<file path="config.mk">
export PLATFORM = sky130hd
export DESIGN_NAME = stepper_step_pulse_controller_core
export DESIGN_NICKNAME = d
export VERILOG_FILES = /design/src/hw/rtl/sspc_pkg.sv /design/src/hw/rtl/stepper_step_pulse_controller_core.sv
export SDC_FILE = /design/constraint.sdc
export NUM_CORES = 2
export LEC_CHECK = 0
export CELL_PAD_IN_SITES_DETAIL_PLACEMENT = 0
export CELL_PAD_IN_SITES_GLOBAL_PLACEMENT = 1
export CORE_AREA = 2 2 297 299
export DETAILED_ROUTE_END_ITERATION = 12
export DIE_AREA = 0 0 299 301
export DONT_BUFFER_PORTS = 1
export GPL_ROUTABILITY_DRIVEN = 0
export PLACE_DENSITY = 0.71
export SKIP_CTS_REPAIR_TIMING = 1
export SLEW_MARGIN = 30
export SYNTH_ARGS = -nofsm -noshare
export SYNTH_HDL_FRONTEND = slang
export SYNTH_SLANG_ARGS = --single-unit
</file>
<file path="constraint.sdc">
create_clock -name clk -period 15.9 [get_ports clk]
set_input_delay 0 -clock clk [delete_from_list [all_inputs] [get_ports clk]]
set_output_delay 0 -clock clk [all_outputs]
set_load 0.1 [all_outputs]
</file>
<file path="src/hw/rtl/sspc_pkg.sv">
package sspc_pkg;

	localparam int POS_W = 16;
	localparam int PER_W = 16;
	localparam int CFG_W = 16;
	localparam int CFG_IDX_W = 2;

	localparam int PROD_W = 2 * PER_W;
	localparam int DIV_CNT_W = $clog2(PROD_W);

	localparam int S_TDATA_W = 56;
	localparam int S_TUSER_W = 3;
	localparam int M_TDATA_W = 24;

	// Full-scale teleop rate in Q2.14, and the calibration fraction of four fifths of the span.
	localparam logic [16:0] RATE_ONE = 17'd16384;
	localparam logic [PER_W-1:0] CAL_NUM = PER_W'(4);
	localparam logic [PER_W-1:0] CAL_DEN = PER_W'(5);

	localparam logic [CFG_W-1:0] RST_STEP_COUNT = CFG_W'(200);
	localparam logic [CFG_W-1:0] RST_MIN_HALF = CFG_W'(500);
	localparam logic [CFG_W-1:0] RST_MAX_HALF = CFG_W'(5000);

	localparam logic [CFG_IDX_W-1:0] REG_STEP_COUNT = 2'd0;
	localparam logic [CFG_IDX_W-1:0] REG_MIN_HALF = 2'd1;
	localparam logic [CFG_IDX_W-1:0] REG_MAX_HALF = 2'd2;

	typedef enum logic [2:0] {
		OP_TICK = 3'd0,
		OP_GOTO = 3'd1,
		OP_MOVE_GOAL = 3'd2,
		OP_SET_RATE = 3'd3,
		OP_CALIBRATE = 3'd4,
		OP_SET_MODE = 3'd5
	} op_t;

	typedef enum logic [1:0] {
		MODE_AUTO = 2'd0,
		MODE_TELE = 2'd1,
		MODE_CALIB = 2'd2
	} run_mode_t;

	typedef enum logic [1:0] {
		PH_IDLE = 2'd0,
		PH_HIGH = 2'd1,
		PH_LOW = 2'd2
	} phase_t;

	typedef enum logic [1:0] {
		EV_NONE = 2'd0,
		EV_CAL_OK = 2'd1,
		EV_CAL_FAIL = 2'd2
	} calib_ev_t;

	typedef enum logic [2:0] {
		ST_IDLE,
		ST_DECODE,
		ST_MUL,
		ST_DIV,
		ST_WB
	} seq_state_t;

endpackage

</file>
<file path="src/hw/rtl/stepper_step_pulse_controller_core.sv">
// Step-pulse controller for one stepper axis. Each request is a microsecond
// tick or a command, and each yields exactly one response carrying the step
// and direction pin levels, the position count, the mode and the command and
// calibration status. Requests are handled one at a time: a request that does
// not need a new half-period passes through decode and write-back before the
// next acceptance, while an idle auto-mode tick short of the goal, a valid
// non-zero rate command and a calibrate command also pass through the shared
// bit-serial divider (a multiply step, then one divide iteration per quotient bit)
// between decode and write-back. The write-back additionally waits while the
// previous response is still held in the output register.
module stepper_step_pulse_controller_core import sspc_pkg::*; (
	input  logic clk,
	input  logic arst_n,
	input  logic s_tvalid,
	output logic s_tready,
	// target[15:0], goal_delta[31:16], rate[47:32], mode_request[49:48],
	// limit_switch[50], zero fill[55:51]
	input  logic [S_TDATA_W-1:0] s_tdata,
	// op[2:0]
	input  logic [S_TUSER_W-1:0] s_tuser,
	output logic m_tvalid,
	input  logic m_tready,
	// step_out[0], direction_out[1], position[17:2], mode[19:18], status[20],
	// calib_event[22:21], zero fill[23]
	output logic [M_TDATA_W-1:0] m_tdata,
	input  logic cfg_we,
	input  logic [CFG_IDX_W-1:0] cfg_index,
	input  logic [CFG_W-1:0] cfg_data
);

	// Configuration registers.
	logic [CFG_W-1:0] step_count_q, min_half_q, max_half_q;

	// Architectural state.
	run_mode_t run_mode_q, n_mode;
	logic [POS_W-1:0] pos_q, goal_q, n_pos, n_goal;
	logic dir_q, n_dir;
	logic [PER_W-1:0] tele_per_q, n_tele_per;
	phase_t phase_q, n_phase;
	logic [PER_W-1:0] cnt_q, n_cnt;
	logic [PER_W-1:0] active_q, n_active;

	// Latched request.
	logic [2:0] op_q;
	logic [POS_W-1:0] target_q;
	logic [15:0] delta_q;
	logic [15:0] rate_q;
	logic [1:0] mreq_q;
	logic limit_q;

	// Shared multiply and divide unit.
	logic [PER_W-1:0] mul_a_q, mul_b_q, divisor_q;
	logic [PROD_W-1:0] quo_q;
	logic [PER_W-1:0] rem_q;
	logic [DIV_CNT_W-1:0] div_cnt_q;
	logic [PER_W:0] rem_sh;
	logic div_ge;

	// Output register.
	logic m_tvalid_q;
	logic [M_TDATA_W-1:0] m_tdata_q;

	seq_state_t state_q, state_d;
	logic accept, out_free, ld_item, ld_oper, mul_go, div_go, wb_fire;

	// Derived values shared by decode and write-back.
	logic [PER_W-1:0] span;
	logic busy;
	logic auto_dir;
	logic [POS_W-1:0] pos_step, dist_raw, dist_sat;
	logic [PER_W-1:0] divisor_auto;
	logic rate_neg, rate_bad, rate_zero;
	logic [16:0] rate_mag, rate_k;
	logic [17:0] goal_sum;
	logic goal_ok;
	logic need_div;
	logic [PER_W:0] half_sum;
	logic [PER_W-1:0] half;
	logic status_d;
	calib_ev_t ev_d;

	assign accept = s_tvalid && s_tready;
	assign out_free = !m_tvalid_q || m_tready;

	always_ff @(posedge clk or negedge arst_n) begin
		if (!arst_n) begin
			step_count_q <= RST_STEP_COUNT;
			min_half_q <= RST_MIN_HALF;
			max_half_q <= RST_MAX_HALF;
		end else if (cfg_we) begin
			case (cfg_index)
				REG_STEP_COUNT: step_count_q <= cfg_data;
				REG_MIN_HALF: min_half_q <= cfg_data;
				REG_MAX_HALF: max_half_q <= cfg_data;
				default: ;
			endcase
		end
	end

	assign span = (max_half_q >= min_half_q) ? (max_half_q - min_half_q) : '0;
	assign busy = (phase_q == PH_HIGH) || (phase_q == PH_LOW);

	// Auto stepping re-aims at the goal before each step.
	assign auto_dir = !(goal_q > pos_q);
	assign pos_step = auto_dir ? (pos_q - POS_W'(1)) : (pos_q + POS_W'(1));
	assign dist_raw = (pos_step > goal_q) ? (pos_step - goal_q) : (goal_q - pos_step);
	assign dist_sat = (dist_raw > step_count_q) ? step_count_q : dist_raw;
	assign divisor_auto = (step_count_q == '0) ? PER_W'(1) : step_count_q;

	assign rate_neg = rate_q[15];
	assign rate_mag = rate_neg ? (17'h10000 - {1'b0, rate_q}) : {1'b0, rate_q};
	assign rate_bad = rate_mag > RATE_ONE;
	assign rate_zero = rate_mag == '0;
	assign rate_k = RATE_ONE - rate_mag;

	assign goal_sum = {2'b00, goal_q} + {{2{delta_q[15]}}, delta_q};
	assign goal_ok = !goal_sum[17] && (goal_sum[16:0] <= {1'b0, step_count_q});

	always_comb begin
		need_div = 1'b0;
		case (op_q)
			OP_TICK: need_div = !busy && (run_mode_q == MODE_AUTO) && (pos_q != goal_q);
			OP_SET_RATE: need_div = !rate_bad && !rate_zero;
			OP_CALIBRATE: need_div = 1'b1;
			default: need_div = 1'b0;
		endcase
	end

	// Sequencer.
	always_comb begin
		state_d = state_q;
		case (state_q)
			ST_IDLE: if (accept) state_d = ST_DECODE;
			ST_DECODE: state_d = need_div ? ST_MUL : ST_WB;
			ST_MUL: state_d = ST_DIV;
			ST_DIV: if (div_cnt_q == '0) state_d = ST_WB;
			ST_WB: if (out_free) state_d = ST_IDLE;
			default: state_d = ST_IDLE;
		endcase
	end

	always_comb begin
		s_tready = 1'b0;
		ld_item = 1'b0;
		ld_oper = 1'b0;
		mul_go = 1'b0;
		div_go = 1'b0;
		wb_fire = 1'b0;
		case (state_q)
			ST_IDLE: begin
				s_tready = 1'b1;
				ld_item = s_tvalid;
			end
			ST_DECODE: ld_oper = 1'b1;
			ST_MUL: mul_go = 1'b1;
			ST_DIV: div_go = 1'b1;
			ST_WB: wb_fire = out_free;
			default: ;
		endcase
	end

	always_ff @(posedge clk or negedge arst_n) begin
		if (!arst_n) begin
			state_q <= ST_IDLE;
		end else begin
			state_q <= state_d;
		end
	end

	always_ff @(posedge clk) begin
		if (ld_item) begin
			op_q <= s_tuser;
			target_q <= s_tdata[15:0];
			delta_q <= s_tdata[31:16];
			rate_q <= s_tdata[47:32];
			mreq_q <= s_tdata[49:48];
			limit_q <= s_tdata[50];
		end
	end

	// Operand selection: every half-period is min + span * k / d with k <= d.
	always_ff @(posedge clk) begin
		if (ld_oper) begin
			mul_a_q <= span;
			case (op_q)
				OP_TICK: begin
					mul_b_q <= dist_sat;
					divisor_q <= divisor_auto;
				end
				OP_SET_RATE: begin
					mul_b_q <= rate_k[PER_W-1:0];
					divisor_q <= RATE_ONE[PER_W-1:0];
				end
				default: begin
					mul_b_q <= CAL_NUM;
					divisor_q <= CAL_DEN;
				end
			endcase
		end
	end

	// Restoring divider, one quotient bit per cycle; the dividend shifts out
	// of the top of quo_q as the quotient shifts in at the bottom.
	assign rem_sh = {rem_q, quo_q[PROD_W-1]};
	assign div_ge = rem_sh >= {1'b0, divisor_q};

	always_ff @(posedge clk) begin
		if (mul_go) begin
			quo_q <= mul_a_q * mul_b_q;
			rem_q <= '0;
			div_cnt_q <= DIV_CNT_W'(PROD_W - 1);
		end else if (div_go) begin
			quo_q <= {quo_q[PROD_W-2:0], div_ge};
			rem_q <= div_ge ? PER_W'(rem_sh - {1'b0, divisor_q}) : rem_sh[PER_W-1:0];
			div_cnt_q <= div_cnt_q - DIV_CNT_W'(1);
		end
	end

	assign half_sum = {1'b0, min_half_q} + {1'b0, quo_q[PER_W-1:0]};
	assign half = half_sum[PER_W] ? '1 : half_sum[PER_W-1:0];

	// Write-back: next architectural state and the response fields.
	always_comb begin
		n_mode = run_mode_q;
		n_pos = pos_q;
		n_goal = goal_q;
		n_dir = dir_q;
		n_tele_per = tele_per_q;
		n_phase = phase_q;
		n_cnt = cnt_q;
		n_active = active_q;
		status_d = 1'b0;
		ev_d = EV_NONE;
		case (op_q)
			OP_TICK: begin
				if (busy) begin
					n_cnt = (cnt_q != '0) ? (cnt_q - PER_W'(1)) : '0;
					if (n_cnt == '0) begin
						if (phase_q == PH_HIGH) begin
							n_phase = PH_LOW;
							n_cnt = active_q;
						end else begin
							n_phase = PH_IDLE;
						end
					end
				end else begin
					n_phase = PH_IDLE;
					case (run_mode_q)
						MODE_AUTO: begin
							if (pos_q != goal_q) begin
								n_dir = auto_dir;
								n_pos = pos_step;
								n_active = half;
								n_cnt = half;
								n_phase = PH_HIGH;
							end
						end
						MODE_TELE: begin
							if (tele_per_q != '0) begin
								n_active = tele_per_q;
								n_cnt = tele_per_q;
								n_phase = PH_HIGH;
							end
						end
						MODE_CALIB: begin
							if (limit_q) begin
								n_pos = '0;
								n_goal = '0;
								n_dir = 1'b0;
								n_mode = MODE_AUTO;
								ev_d = EV_CAL_OK;
							end else if (pos_q >= step_count_q) begin
								n_pos = '0;
								n_mode = MODE_AUTO;
								ev_d = EV_CAL_FAIL;
							end else begin
								n_active = tele_per_q;
								n_cnt = tele_per_q;
								n_phase = PH_HIGH;
								n_pos = pos_q + POS_W'(1);
							end
						end
						default: ;
					endcase
				end
			end
			OP_GOTO: begin
				if (target_q >= step_count_q) begin
					status_d = 1'b1;
				end else begin
					if (target_q > pos_q) n_dir = 1'b0;
					else if (target_q < pos_q) n_dir = 1'b1;
					n_goal = target_q;
				end
			end
			OP_MOVE_GOAL: begin
				if (goal_ok) n_goal = goal_sum[POS_W-1:0];
				else status_d = 1'b1;
			end
			OP_SET_RATE: begin
				if (rate_bad) begin
					n_tele_per = '0;
					status_d = 1'b1;
				end else if (rate_zero) begin
					n_tele_per = '0;
				end else begin
					n_dir = rate_neg;
					n_tele_per = half;
				end
			end
			OP_CALIBRATE: begin
				n_tele_per = half;
				n_mode = MODE_CALIB;
				n_pos = '0;
				n_goal = '0;
				n_dir = 1'b0;
			end
			OP_SET_MODE: begin
				case (mreq_q)
					MODE_AUTO, MODE_TELE, MODE_CALIB: n_mode = run_mode_t'(mreq_q);
					default: status_d = 1'b1;
				endcase
			end
			default: status_d = 1'b1;
		endcase
	end

	always_ff @(posedge clk or negedge arst_n) begin
		if (!arst_n) begin
			run_mode_q <= MODE_AUTO;
			pos_q <= '0;
			goal_q <= '0;
			dir_q <= 1'b0;
			tele_per_q <= '0;
			phase_q <= PH_IDLE;
			cnt_q <= '0;
			active_q <= '0;
		end else if (wb_fire) begin
			run_mode_q <= n_mode;
			pos_q <= n_pos;
			goal_q <= n_goal;
			dir_q <= n_dir;
			tele_per_q <= n_tele_per;
			phase_q <= n_phase;
			cnt_q <= n_cnt;
			active_q <= n_active;
		end
	end

	always_ff @(posedge clk or negedge arst_n) begin
		if (!arst_n) begin
			m_tvalid_q <= 1'b0;
		end else if (wb_fire) begin
			m_tvalid_q <= 1'b1;
		end else if (m_tready) begin
			m_tvalid_q <= 1'b0;
		end
	end

	always_ff @(posedge clk) begin
		if (wb_fire) begin
			m_tdata_q <= {1'b0, ev_d, status_d, n_mode, n_pos, n_dir, n_phase == PH_HIGH};
		end
	end

	assign m_tvalid = m_tvalid_q;
	assign m_tdata = m_tdata_q;

endmodule

</file>
Yosys cells after proc, flatten, opt, wreduce, memory -nomap -nowiden. Index checks and enable logic that the tools add are counted. W data, S select, Z words.

Bits in registers: 315. Bits in latches: 0. RAM bits: 0. Memory bits (read-only): 0. Output and inout port bits: 26. Memories: 0.

$add $sub $neg: 12. $mul: 1. Divide/modulo/power cells: 0. Order comparisons: 11. Equal/unequal tests: 35. Shift operators: 0. Muxes and demuxes: 81. Bitwise gates (word level): 3. Reduce and logical (&&, ||, !) cells: 42.

Operators with widths (count): $mux W16 (25); $pmux W16 S2 (5); $gt A16 B16 Y1 (4); $mux W32 (2); $pmux W16 S4 (1); $sub A16 B16 Y16 (4); $ge A16 B16 Y1 (3); $pmux W16 S3 (1); $logic_not A16 Y1 (2); $mul A16 B16 Y32 (1); $reduce_bool A16 Y1 (2); $sub A16 B1 Y16 const B (2); $mux W1 (25); $ne A2 B2 Y1 const B (11); $mux W2 (10); $add A17 B16 Y18 (1); $add A16 B16 Y17 (1); $ge A17 B16 Y1 (1); $gt A17 B15 Y1 const B (1); $le A17 B16 Y1 (1); $logic_not A17 Y1 (1); $mux W17 (1); $sub A17 B16 Y17 const A (1); $add A16 B1 Y16 const B (1); 36 further kinds (78).

Longest topological paths before layout.
Depth after elaboration: 8. Mapped depth: 31. Gate-level depth less buffers: 29.

Worst setup path before layout. No wires, ideal clock.

Kind: flip-flop to flip-flop. Start point: reg pos_q[2]. End point: reg mul_b_q[4], data pin. Library setup time: 0.270 ns. Arrival time: 6.439 ns. Path slack: 9.190 ns. Cell stages (with the launch flop): 30. Clock period less this slack: 6.710 ns. Cells stage by stage: dfrtp_1 -> clkbuf_1 -> inv_1 -> ha_1 -> nand4_1 -> o21bai_1 -> a311o_1 -> a21oi_2 -> buf_2 -> mux2i_1 -> xnor2_1 -> ha_1 -> buf_2 -> nand4_1 -> or4_4 -> o21ai_4 -> buf_2 -> mux2i_1 -> o21ai_0 -> xnor2_1 -> ha_1 -> nand4_1 -> nor2_1 -> and3_1 -> o221ai_1 -> a31o_2 -> nand2_1 -> buf_1 -> mux2i_1 -> o22ai_1.

Longest elaborated chain between the ends: 7.

Ends and longest elaborated chain: start, declared (line stepper_step_pulse_controller_core.sv:36) `logic [POS_W-1:0] pos_q, goal_q, n_pos, n_goal;`; start signal, assigned (line stepper_step_pulse_controller_core.sv:340) `pos_q <= n_pos;`; $sub A16 B1 Y16 (tied with other cells) (line stepper_step_pulse_controller_core.sv:105) `assign pos_step = auto_dir ? (pos_q - POS_W'(1)) : (pos_q + POS_W'(1));`; $mux W16 * (line stepper_step_pulse_controller_core.sv:105); $sub A16 B16 Y16 / $gt A16 B16 Y1 (equally long branches) (line stepper_step_pulse_controller_core.sv:106) `assign dist_raw = (pos_step > goal_q) ? (pos_step - goal_q) : (goal_q - pos_step);`; $mux W16 * (line stepper_step_pulse_controller_core.sv:106); $gt A16 B16 Y1 (line stepper_step_pulse_controller_core.sv:107) `assign dist_sat = (dist_raw > step_count_q) ? step_count_q : dist_raw;`; $mux W16 * (line stepper_step_pulse_controller_core.sv:107); $pmux W16 S2 * (line stepper_step_pulse_controller_core.sv:185) `case (op_q)`; end signal, assigned (line stepper_step_pulse_controller_core.sv:187) `mul_b_q <= dist_sat;`; end signal, assigned (line stepper_step_pulse_controller_core.sv:191) `mul_b_q <= rate_k[PER_W-1:0];`; end, declared (line stepper_step_pulse_controller_core.sv:52) `logic [PER_W-1:0] mul_a_q, mul_b_q, divisor_q;`.

Mark *: on every way between the ends. The rest lies on a longest branch, timed or not. A chain may end at the register's enable or synchronous reset.

Final worst setup path.
Start point: reg pos_q[14]. End point: reg mul_b_q[13], data pin.

The elaborated chain is that of the path after synthesis.

==> out/summary.json <==
{
  "data_required_critical_path_ps": 16200,
  "cpMostUsedCell": "sky130_fd_sc_hd__ha_1",
  "io-pin-count": 108,
  "finalHoldWorstSlack_ps": 7.10,
  "achievable-frequency_mhz": 116,
  "route.antenna.remaining_nets": 0,
  "synth-compound-area-share_pct": 15.9,
  "setup_ws_ps": 7290,
  "dp_worst_setup_slack_ps": 7320,
  "cap_violations": 0,
  "synth_enable_flop_cells": 157,
  "globalRouteTotalUtil_pct": 19.2,
  "total_negative_slack_for_setup_checks_ps": 0,
  "dpl_cell_area_um2": 31300,
  "total_stage_count_of_the_critical_path": 26,
  "number_of_setup_violations_in_the_final_report": 0,
  "worst-path-max-fanout": 19,
  "drv_slew": 0,
  "cts.clk_slew.worst_paths_ps": 80,
  "finClkSkew_ps": 27.7,
  "synth.distinct_cells": 97,
  "clockBufferDepth": 3,
  "route.detailed.vias_per_inst": 5.28,
  "endpoint_kind": "flip-flop",
  "layout_commonest_cell": "sky130_fd_sc_hd__nand2_1",
  "slowest_cell_on_the_critical_path": "sky130_fd_sc_hd__a21oi_2",
  "timing_hold_violations_final": 0,
  "hold-path-cell-count": 3,
  "synth_area_um2": 30100,
  "most_used_cells_in_the_layout_excluding_fill_and_tap_cells": "sky130_fd_sc_hd__nand2_1 (400), sky130_fd_sc_hd__inv_1 (353), sky130_fd_sc_hd__ha_1 (307)",
  "startpoint": "pos_q[14]",
  "reg2reg_from": "pos_q[14]",
  "drc_violations": 0,
  "synthAdderAreaFrac_pct": 26.1,
  "multiplexer_share_of_the_synthesized_area_pct": 3.44,
  "area_growth_syn_to_layout_pct": 11.3,
  "ys_dominant_reg_cell": "sky130_fd_sc_hd__edfxtp_1",
  "critical-path-max-stage-delay_ps": 680,
  "fraction_of_layout_cells_with_a_size_suffix_above_1_pct": 5.85,
  "detail_route.iter0.violations": 1580,
  "finalWorstPathRequiredPeriod_ps": 8610,
  "post-dp-hpwl_mm": 67.8,
  "slew-limit-headroom_pct": 36.6,
  "timing.hold.worst.class": "in2reg",
  "first_pass_iters": 8,
  "initial_core_util_pct": 34.8,
  "worstPathArrival_ps": 8920,
  "synth_sequential_area_ratio_pct": 28.5,
  "wl_per_cell_um": 19.4,
  "dieArea_um2": 90000,
  "die_w_um": 299,
  "setup.worst_path.class": "reg2reg",
  "grt_pass1_wl_mm": 136,
  "layout_worst_path_cycle_share_pct": 54.2,
  "largest_family_of_logic_cells_by_synthesized_area": "adder cells",
  "detailroute.via_count": 23614,
  "clock_tree.htree_level_count": 2,
  "routed_wl_mm": 86.9,
  "antenna_found_initial": 14,
  "grt_pass1_vias": 23447,
  "async_reset_ff_share_pct": 43.5,
  "remaining_overflow_grt": 0,
  "critPathLaunchType": "flip-flop",
  "clock_latency_reported_for_the_late_side_of_the_worst_skew_pair_ps": 570,
  "synth_seq_cells": 315,
  "synth.yosys.warnings": 0,
  "cp_top_family": "compound AO/OA/AOI/OAI gates",
  "hold_path.startpoint": "cfg_we",
  "synth_nets": 3841,
  "port_buffers": 0,
  "cp.buffers_inverters": 1,
  "avgSynthCellArea_um2": 9.24,
  "area_share_of_xor_xnor_cells_in_the_synthesized_design_pct": 4.10,
  "worst_r2r_path_depth": 26,
  "post_route_cell_area_um2": 33500,
  "tritoncts.num_buffers": 36,
  "grt_max_degree": 138,
  "grt_setup_unrepaired": "false",
  "tightestPinTransition_ps": 951,
  "placement_rows": 108,
  "core-area_um2": 86500,
  "syn-instance-count": 3252,
  "n_fill_cell": 8777,
  "cts_tree": "done",
  "synth-simple-area-share_pct": 15.8,
  "cts-root-buf": "sky130_fd_sc_hd__clkbuf_16",
  "clock_sink_count": 315,
  "die_h_um": 301,
  "run_status": "finished, final reports clean",
  "number_of_nets_in_the_layout": 3876
}
flip-flops by register name (all words and copies together) (netlist names), 16 cells and up:
signal / cells
divisor_q: 16
m_tdata: 23
rate_q: 16
delta_q: 16
cnt_q: 16
target_q: 16
tele_per_q: 16
goal_q: 16
mul_b_q: 16
active_q: 16
max_half_q: 16
step_count_q: 16
rem_q: 16
quo_q: 32
mul_a_q: 16
min_half_q: 16
pos_q: 16
layout make-up:
cell class                      count  area [um^2]  share of cell area, %
Antenna cell                        3         7.51                 0.0224
Clock buffer                       41          941                   2.81
Clock inverter                     24          274                  0.819
Inverter                          357         1340                   4.01
Multi-Input combinational cell   2458        19700                   58.8
Sequential cell                   315         8580                   25.6
Tap cell                         1155         1450                   4.32
Timing Repair Buffer              119         1180                   3.54
cells in the mapped netlist (all sizes together) (31+ instances only):
| cell | count | area, um^2 |
|---|---|---|
| a211oi | 31 | 243 |
| a21o | 66 | 495 |
| a21oi | 148 | 744 |
| and2 | 99 | 619 |
| clkbuf | 103 | 387 |
| dfrtp | 123 | 3080 |
| edfxtp | 157 | 4710 |
| fa | 200 | 4000 |
| ha | 307 | 3840 |
| inv | 355 | 1330 |
| mux2 | 47 | 529 |
| mux2i | 50 | 504 |
| nand2 | 402 | 1510 |
| nand3 | 51 | 255 |
| nand4 | 35 | 219 |
| nor2 | 166 | 631 |
| nor3 | 61 | 325 |
| nor4 | 32 | 225 |
| o21ai | 214 | 1100 |
| xnor2 | 90 | 788 |
| xor2 | 48 | 420 |
metrics by stage:
stage / util [%] / std cells
3_3_place_gp: 36.1 / 4305
2_1_floorplan: - / 3252
6_report: 38.7 / 4472
4_1_cts: 37.6 / 4374
5_1_grt: 38.7 / 4469
3_5_place_dp: 36.2 / 4309
logic make-up after synthesis:
kind of cell             count (synthesis)
AO/OA/AOI/OAI                          726
XOR/XNOR                               139
adder cells (fa/ha/maj)                507
buffers and inverters                  479
flip-flops                             315
multiplexers                            97
other                                    1
AND/OR/NAND/NOR                        988
worst register-to-register path, delay by kind of cell (launching register included):
family	cells	cell delay, ps
muxes	1	260
AOI/OAI and AO/OA	12	3800
xor gates and xnor gates	2	590
adders and majority gates	3	1090
and+or+nand+nor	7	1800
buffers and inverters	1	240
DFF	1	560
final timing paths:
path                                         end  slack, ps
worst min-delay path            step_count_q[12]          7
worst max-delay path                 mul_b_q[13]       7290
min in group asynchronous          tele_per_q[2]        120
worst min register to register         rem_q[15]        440
max in group asynchronous          min_half_q[1]      15190
worst max register to register       mul_b_q[13]       7290
metal layers:
layer  part of all wire (%)  track usage [%]  vias to the layer above
met4                    2.9             6.15                       16
met2                     47             31.9                      575
met1                     45             25.3                    11467
li1                       -                -                    11422
met5                   0.12                0                        -
met3                    4.9             3.33                      134
Power is not shown: default switching activity piles up to over one toggle a cycle in this logic, so the estimate is an artifact.
